### src/hdl/greedy_text_line_wrap_unit_assert.svh
// assertion macros for the line wrap unit
`ifndef GREEDY_TEXT_LINE_WRAP_UNIT_ASSERT_SVH
`define GREEDY_TEXT_LINE_WRAP_UNIT_ASSERT_SVH

// property holds in the same cycle
`define GTLW_ASSERT_NOW(label, ante, cons) \
    label: assert property (@(posedge i_clk) disable iff (!i_rst_n) (ante) |-> (cons)) \
        else $error("gtlw check failed");

// property holds in the following cycle
`define GTLW_ASSERT_NEXT(label, ante, cons) \
    label: assert property (@(posedge i_clk) disable iff (!i_rst_n) (ante) |=> (cons)) \
        else $error("gtlw check failed");

`endif

### src/hdl/gtlw_pkg.sv
package gtlw_pkg;

    localparam int MAX_CHARS = 256;
    localparam int MAX_LINES = 16;

    localparam int ADDR_W = $clog2(MAX_CHARS);
    localparam int LEN_W  = ADDR_W + 1;
    localparam int LINE_W = (MAX_LINES > 1) ? $clog2(MAX_LINES) : 1;
    localparam int LS_W   = 9;
    localparam int CUT_W  = ((LEN_W > LS_W) ? LEN_W : LS_W) + 1;
    localparam int IDX_W  = 1;

    localparam logic [7:0]      SPACE_CHAR      = 8'h20;
    localparam logic [LS_W-1:0] LINE_SIZE_RESET = LS_W'(80);
    localparam logic            SKIP_RESET      = 1'b1;

    localparam logic [IDX_W-1:0] CFG_LINE_SIZE   = IDX_W'(0);
    localparam logic [IDX_W-1:0] CFG_SKIP_SPACES = IDX_W'(1);

    typedef enum logic [5:0] {
        ST_IDLE     = 6'b000001,
        ST_TRIM_RD  = 6'b000010,
        ST_TRIM_CHK = 6'b000100,
        ST_LINE     = 6'b001000,
        ST_SCAN_RD  = 6'b010000,
        ST_SCAN_CHK = 6'b100000
    } t_state;

endpackage

### src/hdl/greedy_text_line_wrap_unit.sv
// channel   | direction | transfer when              | ports
// ----------+-----------+----------------------------+----------------------------------
// text in   | in        | i_start & !o_busy          | i_text_byte i_has_byte i_end_of_text
// line out  | out       | o_strobe (one cycle)       | o_line_begin o_line_end
//           |           |                            | o_line_number o_last_line
// config    | in        | i_cfg_valid & o_cfg_ready  | i_cfg_index i_cfg_data
//
// a byte without end of text leaves busy low
// the wrap pass uses the single read port of the text store: a read state and a
// check state per leading space skipped, the line state per line decision, and a
// read state and a check state per byte scanned back from the cut; with skipping
// off a line is decided in the line state alone
// synchronous active-low reset empties the text and restores line size 80, skipping on
// no clearing pass; the receiver cannot stall, each line is strobed for one cycle
`include "greedy_text_line_wrap_unit_assert.svh"

module greedy_text_line_wrap_unit (
    input  logic                          i_clk,
    input  logic                          i_rst_n,
    input  logic                          i_start,
    output logic                          o_busy,
    input  logic [7:0]                    i_text_byte,
    input  logic                          i_has_byte,
    input  logic                          i_end_of_text,
    output logic                          o_strobe,
    output logic [gtlw_pkg::LEN_W-1:0]    o_line_begin,
    output logic [gtlw_pkg::LEN_W-1:0]    o_line_end,
    output logic [gtlw_pkg::LINE_W-1:0]   o_line_number,
    output logic                          o_last_line,
    input  logic                          i_cfg_valid,
    output logic                          o_cfg_ready,
    input  logic [gtlw_pkg::IDX_W-1:0]    i_cfg_index,
    input  logic [gtlw_pkg::LS_W-1:0]     i_cfg_data
);

    gtlw_pkg::t_state r_state, n_state;

    logic [gtlw_pkg::LEN_W-1:0]  r_len, n_len;
    logic                        r_ended, n_ended;
    logic [gtlw_pkg::LS_W-1:0]   r_line_size;
    logic                        r_skip;
    logic [gtlw_pkg::LEN_W-1:0]  r_a, n_a;
    logic [gtlw_pkg::LEN_W-1:0]  r_p, n_p;
    logic [gtlw_pkg::LINE_W-1:0] r_k, n_k;
    logic                        r_first, n_first;
    logic                        r_mode_sp, n_mode_sp;
    logic                        r_strobe, n_strobe;
    logic [gtlw_pkg::LEN_W-1:0]  r_begin, n_begin;
    logic [gtlw_pkg::LEN_W-1:0]  r_end, n_end;
    logic [gtlw_pkg::LINE_W-1:0] r_num, n_num;
    logic                        r_last, n_last;

    logic [7:0] r_text_store [gtlw_pkg::MAX_CHARS];
    logic [7:0] r_rdata;

    logic                         w_accept;
    logic                         w_load;
    logic [gtlw_pkg::LS_W-1:0]    w_ls;
    logic [gtlw_pkg::CUT_W-1:0]   w_cut;
    logic                         w_cut_done;
    logic                         w_is_sp;
    logic                         w_k_last;
    logic                         w_mode;
    logic                         w_found;
    logic [gtlw_pkg::LEN_W-1:0]   w_line_end;
    logic                         w_finish;
    logic [gtlw_pkg::ADDR_W-1:0]  w_rd_addr;

    assign w_accept   = i_start && (r_state == gtlw_pkg::ST_IDLE);
    assign w_load     = w_accept && i_has_byte && !r_ended && (i_text_byte != 8'd0)
                        && (r_len < gtlw_pkg::LEN_W'(gtlw_pkg::MAX_CHARS));
    assign w_ls       = (r_line_size == '0) ? gtlw_pkg::LS_W'(1) : r_line_size;
    assign w_cut      = gtlw_pkg::CUT_W'(r_a) + gtlw_pkg::CUT_W'(w_ls);
    assign w_cut_done = w_cut >= gtlw_pkg::CUT_W'(r_len);
    assign w_is_sp    = r_rdata == gtlw_pkg::SPACE_CHAR;
    assign w_k_last   = r_k == gtlw_pkg::LINE_W'(gtlw_pkg::MAX_LINES - 1);
    assign w_mode     = r_first ? w_is_sp : r_mode_sp;
    assign w_rd_addr  = (r_state == gtlw_pkg::ST_TRIM_RD) ? r_a[gtlw_pkg::ADDR_W-1:0]
                                                          : r_p[gtlw_pkg::ADDR_W-1:0];

    // where a backward scan ends the line
    always_comb begin
        w_found    = 1'b0;
        w_line_end = gtlw_pkg::LEN_W'(w_cut);
        if (r_state == gtlw_pkg::ST_SCAN_CHK) begin
            if (w_mode) begin
                if (!w_is_sp) begin
                    w_found    = 1'b1;
                    w_line_end = r_p + gtlw_pkg::LEN_W'(1);
                end else if (r_p == r_a) begin
                    w_found = 1'b1;
                end
            end else begin
                if (w_is_sp) begin
                    w_found = 1'b1;
                    if (r_p > r_a) begin
                        w_line_end = r_p;
                    end
                end else if (r_p == r_a) begin
                    w_found = 1'b1;
                end
            end
        end
    end

    always_comb begin
        n_state   = r_state;
        n_len     = r_len;
        n_ended   = r_ended;
        n_a       = r_a;
        n_p       = r_p;
        n_k       = r_k;
        n_first   = r_first;
        n_mode_sp = r_mode_sp;
        n_strobe  = 1'b0;
        n_begin   = r_begin;
        n_end     = r_end;
        n_num     = r_num;
        n_last    = r_last;
        w_finish  = 1'b0;

        case (r_state)
            gtlw_pkg::ST_IDLE: begin
                if (w_accept) begin
                    if (i_has_byte && !r_ended && (i_text_byte == 8'd0)) begin
                        n_ended = 1'b1;
                    end
                    if (w_load) begin
                        n_len = r_len + gtlw_pkg::LEN_W'(1);
                    end
                    if (i_end_of_text) begin
                        n_a     = '0;
                        n_k     = '0;
                        n_state = r_skip ? gtlw_pkg::ST_TRIM_RD : gtlw_pkg::ST_LINE;
                    end
                end
            end
            gtlw_pkg::ST_TRIM_RD: begin
                n_state = (r_a >= r_len) ? gtlw_pkg::ST_LINE : gtlw_pkg::ST_TRIM_CHK;
            end
            gtlw_pkg::ST_TRIM_CHK: begin
                if (w_is_sp) begin
                    n_a     = r_a + gtlw_pkg::LEN_W'(1);
                    n_state = gtlw_pkg::ST_TRIM_RD;
                end else begin
                    n_state = gtlw_pkg::ST_LINE;
                end
            end
            gtlw_pkg::ST_LINE: begin
                if (w_cut_done) begin
                    // rest of the text fits on this line
                    n_strobe = 1'b1;
                    n_begin  = r_a;
                    n_end    = r_len;
                    n_num    = r_k;
                    n_last   = 1'b1;
                    n_len    = '0;
                    n_ended  = 1'b0;
                    n_state  = gtlw_pkg::ST_IDLE;
                end else if (!r_skip) begin
                    w_finish = 1'b1;
                end else begin
                    n_p     = gtlw_pkg::LEN_W'(w_cut);
                    n_first = 1'b1;
                    n_state = gtlw_pkg::ST_SCAN_RD;
                end
            end
            gtlw_pkg::ST_SCAN_RD: begin
                n_state = gtlw_pkg::ST_SCAN_CHK;
            end
            gtlw_pkg::ST_SCAN_CHK: begin
                n_first   = 1'b0;
                n_mode_sp = w_mode;
                if (w_found) begin
                    w_finish = 1'b1;
                end else begin
                    n_p     = r_p - gtlw_pkg::LEN_W'(1);
                    n_state = gtlw_pkg::ST_SCAN_RD;
                end
            end
            default: begin
                n_state = gtlw_pkg::ST_IDLE;
            end
        endcase

        if (w_finish) begin
            n_strobe = 1'b1;
            n_begin  = r_a;
            n_end    = w_line_end;
            n_num    = r_k;
            n_last   = w_k_last;
            if (w_k_last) begin
                n_len   = '0;
                n_ended = 1'b0;
                n_state = gtlw_pkg::ST_IDLE;
            end else begin
                n_a     = w_line_end;
                n_k     = r_k + gtlw_pkg::LINE_W'(1);
                n_state = r_skip ? gtlw_pkg::ST_TRIM_RD : gtlw_pkg::ST_LINE;
            end
        end
    end

    always_ff @(posedge i_clk) begin
        if (!i_rst_n) begin
            r_state     <= gtlw_pkg::ST_IDLE;
            r_len       <= '0;
            r_ended     <= 1'b0;
            r_strobe    <= 1'b0;
            r_line_size <= gtlw_pkg::LINE_SIZE_RESET;
            r_skip      <= gtlw_pkg::SKIP_RESET;
        end else begin
            r_state  <= n_state;
            r_len    <= n_len;
            r_ended  <= n_ended;
            r_strobe <= n_strobe;
            if (i_cfg_valid && o_cfg_ready) begin
                case (i_cfg_index)
                    gtlw_pkg::CFG_LINE_SIZE:   r_line_size <= i_cfg_data;
                    gtlw_pkg::CFG_SKIP_SPACES: r_skip      <= i_cfg_data[0];
                    default: ;
                endcase
            end
        end
    end

    always_ff @(posedge i_clk) begin
        r_a       <= n_a;
        r_p       <= n_p;
        r_k       <= n_k;
        r_first   <= n_first;
        r_mode_sp <= n_mode_sp;
        r_begin   <= n_begin;
        r_end     <= n_end;
        r_num     <= n_num;
        r_last    <= n_last;
    end

    // text store, one write and one read port
    always_ff @(posedge i_clk) begin
        if (w_load) begin
            r_text_store[r_len[gtlw_pkg::ADDR_W-1:0]] <= i_text_byte;
        end
        if (r_state inside {gtlw_pkg::ST_TRIM_RD, gtlw_pkg::ST_SCAN_RD}) begin
            r_rdata <= r_text_store[w_rd_addr];
        end
    end

    assign o_busy        = r_state != gtlw_pkg::ST_IDLE;
    assign o_cfg_ready   = 1'b1;
    assign o_strobe      = r_strobe;
    assign o_line_begin  = r_begin;
    assign o_line_end    = r_end;
    assign o_line_number = r_num;
    assign o_last_line   = r_last;

    `GTLW_ASSERT_NOW(a_line_order, o_strobe, o_line_begin <= o_line_end)
    `GTLW_ASSERT_NOW(a_more_lines_busy, o_strobe && !o_last_line, o_busy)
    `GTLW_ASSERT_NOW(a_last_line_idle, o_strobe && o_last_line, !o_busy)
    `GTLW_ASSERT_NEXT(a_wrap_starts, i_start && !o_busy && i_end_of_text, o_busy)

endmodule

### config.mk
export PLATFORM = sky130hd
export DESIGN_NAME = greedy_text_line_wrap_unit
export DESIGN_NICKNAME = d
export VERILOG_FILES = /design/src/hdl/gtlw_pkg.sv /design/src/hdl/greedy_text_line_wrap_unit.sv
export VERILOG_INCLUDE_DIRS = /design/src /design/src/hdl
export SDC_FILE = /design/constraint.sdc
export NUM_CORES = 2
export LEC_CHECK = 0
export BUFFER_PORTS_ARGS = -buffer_cell sky130_fd_sc_hd__buf_2
export CAP_MARGIN = 20
export CORE_ASPECT_RATIO = 1.75
export CORE_MARGIN = 4
export CORE_UTILIZATION = 50
export CTS_BUF_LIST = sky130_fd_sc_hd__clkbuf_2 sky130_fd_sc_hd__clkbuf_4 sky130_fd_sc_hd__clkbuf_8
export DETAILED_ROUTE_END_ITERATION = 8
export PLACE_DENSITY_LB_ADDON = 0.12
export SLEW_MARGIN = 25
export SYNTH_ARGS = -nofsm -noshare
export SYNTH_HDL_FRONTEND = slang
export SYNTH_SLANG_ARGS = --single-unit
### constraint.sdc
create_clock -name i_clk -period 7.35 [get_ports i_clk]
set_input_delay 1.47 -clock i_clk [delete_from_list [all_inputs] [get_ports i_clk]]
set_output_delay 1.47 -clock i_clk [all_outputs]
set_load 0.03 [all_outputs]
==> reports/qor.csv <==
stage,metric,value,unit
placed_design,dp_hpwl,181600,um
global_routing,grt_pass1_wl,402600,um
floorplanning,fp.dieArea,0.1807,mm^2
synth,synth_nets,5549,
sta,fin_skew,0.08373,ns
global_routing,gr-usage-met1,0.3695,
detailed_routing,vias,53228,
pwr,cellPowerDensity,249.2,mW/mm^2
sta,period_minus_slack,5.986,ns
synth,ys_ff_latch,2130,
worst_setup_path,crit_buf_inv,1,
clock_network,cts-htree-levels,5,
worst_setup_path,arrival,6.80,ns
synth,synth_ff_type,edfxtp_1,
floorplanning,core,0.1729,mm^2
sta,slew_headroom,0.1572,
global_routing,use_met3,0.06155,
sta,period_share,0.8144,
pwr,p_total,23.89,mW
synth,synth-seq-area-share,0.7320,
detailed_routing,drc,0,
synth,synth_edf_count,2090,
synth,syn_area,0.08683,mm^2
sta,worst_slew_pin_slew,1.263,ns
clock_network,cts_inserted_buffers,307,
worst_setup_path,crit_family,compound AO/OA/AOI/OAI gates,
layout,layout_common_cells,"edfxtp_1, nand2_1, clkbuf_8",
status,status,"complete, no violations",
worst_setup_path,cp_max_fo,59,
floorplanning,start_util,0.5023,
flow_run,maxCapViolations,0,
synth,syn_avg_cell_area,15.85,um^2
floorplanning,io_pins,50,
sta,hold_viol,0,
floorplanning,fp.dieH,559.3,um
worst_setup_path,worstSetupPathType,reg2reg,
clock_network,root_buffer,clkbuf_8,
clock_network,clockBufferDepth,4,
worst_setup_path,reg2reg_slack,1.36,ns
worst_setup_path,crit_path_max_incr_delay,0.87,ns
global_routing,grtUsageMet2,0.5173,
synth,synth_cells,5480,
global_routing,antenna_found_initial,16,
synth,synth_cell_types,88,
clock_network,ctsHoldBuffers,0,
clock_network,cts_setup_buffers,0,
pwr,vdd.ir_drop.worst,0.0001248,V
layout,final_nets,5691,
detailed_routing,routed_via_density,6.584,
floorplanning,rows,202,
global_routing,track_usage,0.3156,
sta,rsz0062_at_grt,no,
layout,final_common_cell,edfxtp_1,
worst_setup_path,crit_path_cell_trace,"or4_1, nor2_8, buf_4, o21ai_0, a21oi_1, a211oi_1, a2111oi_0, o2111ai_1, nor4bb_1, and3b_1",
clock_network,numClockSinks,2130,
floorplanning,die_x,323.0,um
worst_setup_path,cp_slowest_cell,or4_1,
pwr,power_leakage,30.94,nW
sta,clock.fmax,0.1671,GHz
global_routing,grt_pass1_vias,53164,
synth,async_reset_ff_frac,0,
clock_network,cts_tree,yes,
clock_network,ctsResizeCount,0,
global_routing,grt_max_degree,173,
global_routing,top_usage_layer,met2,
layout,layout-drive-gt1-share,0.1718,
global_routing,overflow,0,
worst_setup_path,end_kind,register,
worst_setup_path,start_kind,register,
layout,syn2layout_area_growth,10.41,%
sta,slew_viol_final,0,
synth,yosysWarnings,0,
detailed_routing,detail_route.iter0.violations,6251,
detailed_routing,final_antenna_net_count,0,
worst_hold_path,min_path_type,reg2reg,
placed_design,port_buffers,48,
worst_setup_path,required,8.17,ns
clock_network,cts.reportedPaths.clkPinSlew,0.07,ns
detailed_routing,drtPass1Iterations,6,
sta,finalSetupTns,0,ns
detailed_routing,wl_per_cell,35.60,um
clock_network,clk_latency,0.95,ns
detailed_routing,totalWireLength,287800,um
placed_design,gp_congestion,0.9540,
sta,finalSetupViolations,0,
==> per-stage QoR <==
stage	std cells	utilization	cell area, um^2	worst slack (ns)	hold WS [ns]
3_5_place_dp	7557	0.5219	90220	1.683	0.4981
2_1_floorplan	5480	-	86830	2.808	0.4436
5_1_grt	8078	0.5545	95860	1.446	0.5242
6_report	8084	0.5546	95880	1.364	0.5033
3_3_place_gp	7554	0.5211	90090	0.9270	0.4866
4_1_cts	8076	0.5544	95850	1.633	0.5070
==> layer usage <==
layer	up-vias	part of all wire	wire length [um]
met5	-	0.000038	11
met4	2	0.087	25000
met3	857	0.087	25090
met2	3210	0.49	140300
met1	27102	0.34	97450
li1	22057	-	-
==> worst paths after layout <==
path                   start  cells past startpoint    endpoint
setup / recovery  r_state[3]                     10  r_rdata[7]
hold / removal        r_k[1]                      2      r_k[1]
setup reg to reg  r_state[3]                     10  r_rdata[7]
hold reg to reg       r_k[1]                      2      r_k[1]
==> cell usage after synthesis, drive strengths merged, types with 7 or more instances <==
library cell  count  area share
inv              37      0.0016
o22ai            54      0.0039
a22oi            15      0.0013
a21o             19      0.0016
edfxtp         2090        0.72
and2             23      0.0017
ha               44      0.0063
o211ai           36      0.0031
or4               8     0.00069
buf             156       0.010
a31oi            60      0.0043
a211o            15      0.0015
a2111oi          49      0.0051
o221a            10      0.0013
dfxtp            40      0.0092
o21a             17      0.0015
a21oi           246       0.014
or3               8     0.00058
a211oi           81      0.0070
and3             78      0.0056
nand3           173       0.010
clkbuf          229      0.0099
a311oi           23      0.0023
nor2b             7     0.00050
nor4             24      0.0019
nand4            21      0.0015
nor3             44      0.0025
a31o             12      0.0012
a32oi            22      0.0022
mux2             68      0.0088
o31ai            17      0.0015
xnor2            16      0.0016
o31a              7     0.00071
mux2i           305       0.035
o221ai           86      0.0087
mux4            175       0.045
nor2            329       0.015
o21ai           168      0.0099
a21boi            9     0.00078
nand2           517       0.022
o41ai            11      0.0014
a221oi           44      0.0046
==> cell type report <==
type,count,area (um^2)
Clock inverter,121,686.9
Antenna cell,8,20.02
Clock buffer,398,4946
Inverter,39,146.4
Sequential cell,2130,63560
Multi-Input combinational cell,2926,21800
Fill cell,13708,77000
Tap cell,2244,2808
Timing Repair Buffer,218,1907
==> power breakdown <==
part           internal, mW  switching (mW)
sequential             13.3          0.0203
clock                  4.56            4.45
combinational         0.397            1.11
==> flip-flops by register name, summed over array words and instances, names as in the netlist, 4 cells and up <==
name and count:
o_line_begin 9, o_line_end 9, o_line_number 4, r_a 9, r_k 4, r_len 9, r_line_size 9, r_p 9
r_rdata 8, r_state 6, r_text_store 2048
==> worst min-delay path: cells and delay by family (launching register included) <==
kind,cells,cell delay (ns)
flops,1,0.34
simple gates,1,0.06
mux,1,0.05
==> logic make-up after synthesis <==
logic type	Yosys count	synth area share
muxes	548	0.08936
and+or+nand+nor	1254	0.06380
DFF	2130	0.7320
adders and majority gates	45	0.006571
buffers and inverters	424	0.02203
other	1	0.00004319
AOI/OAI and AO/OA	1058	0.08419
xor gates and xnor gates	20	0.002017
(Power assumes the default switching activity.)
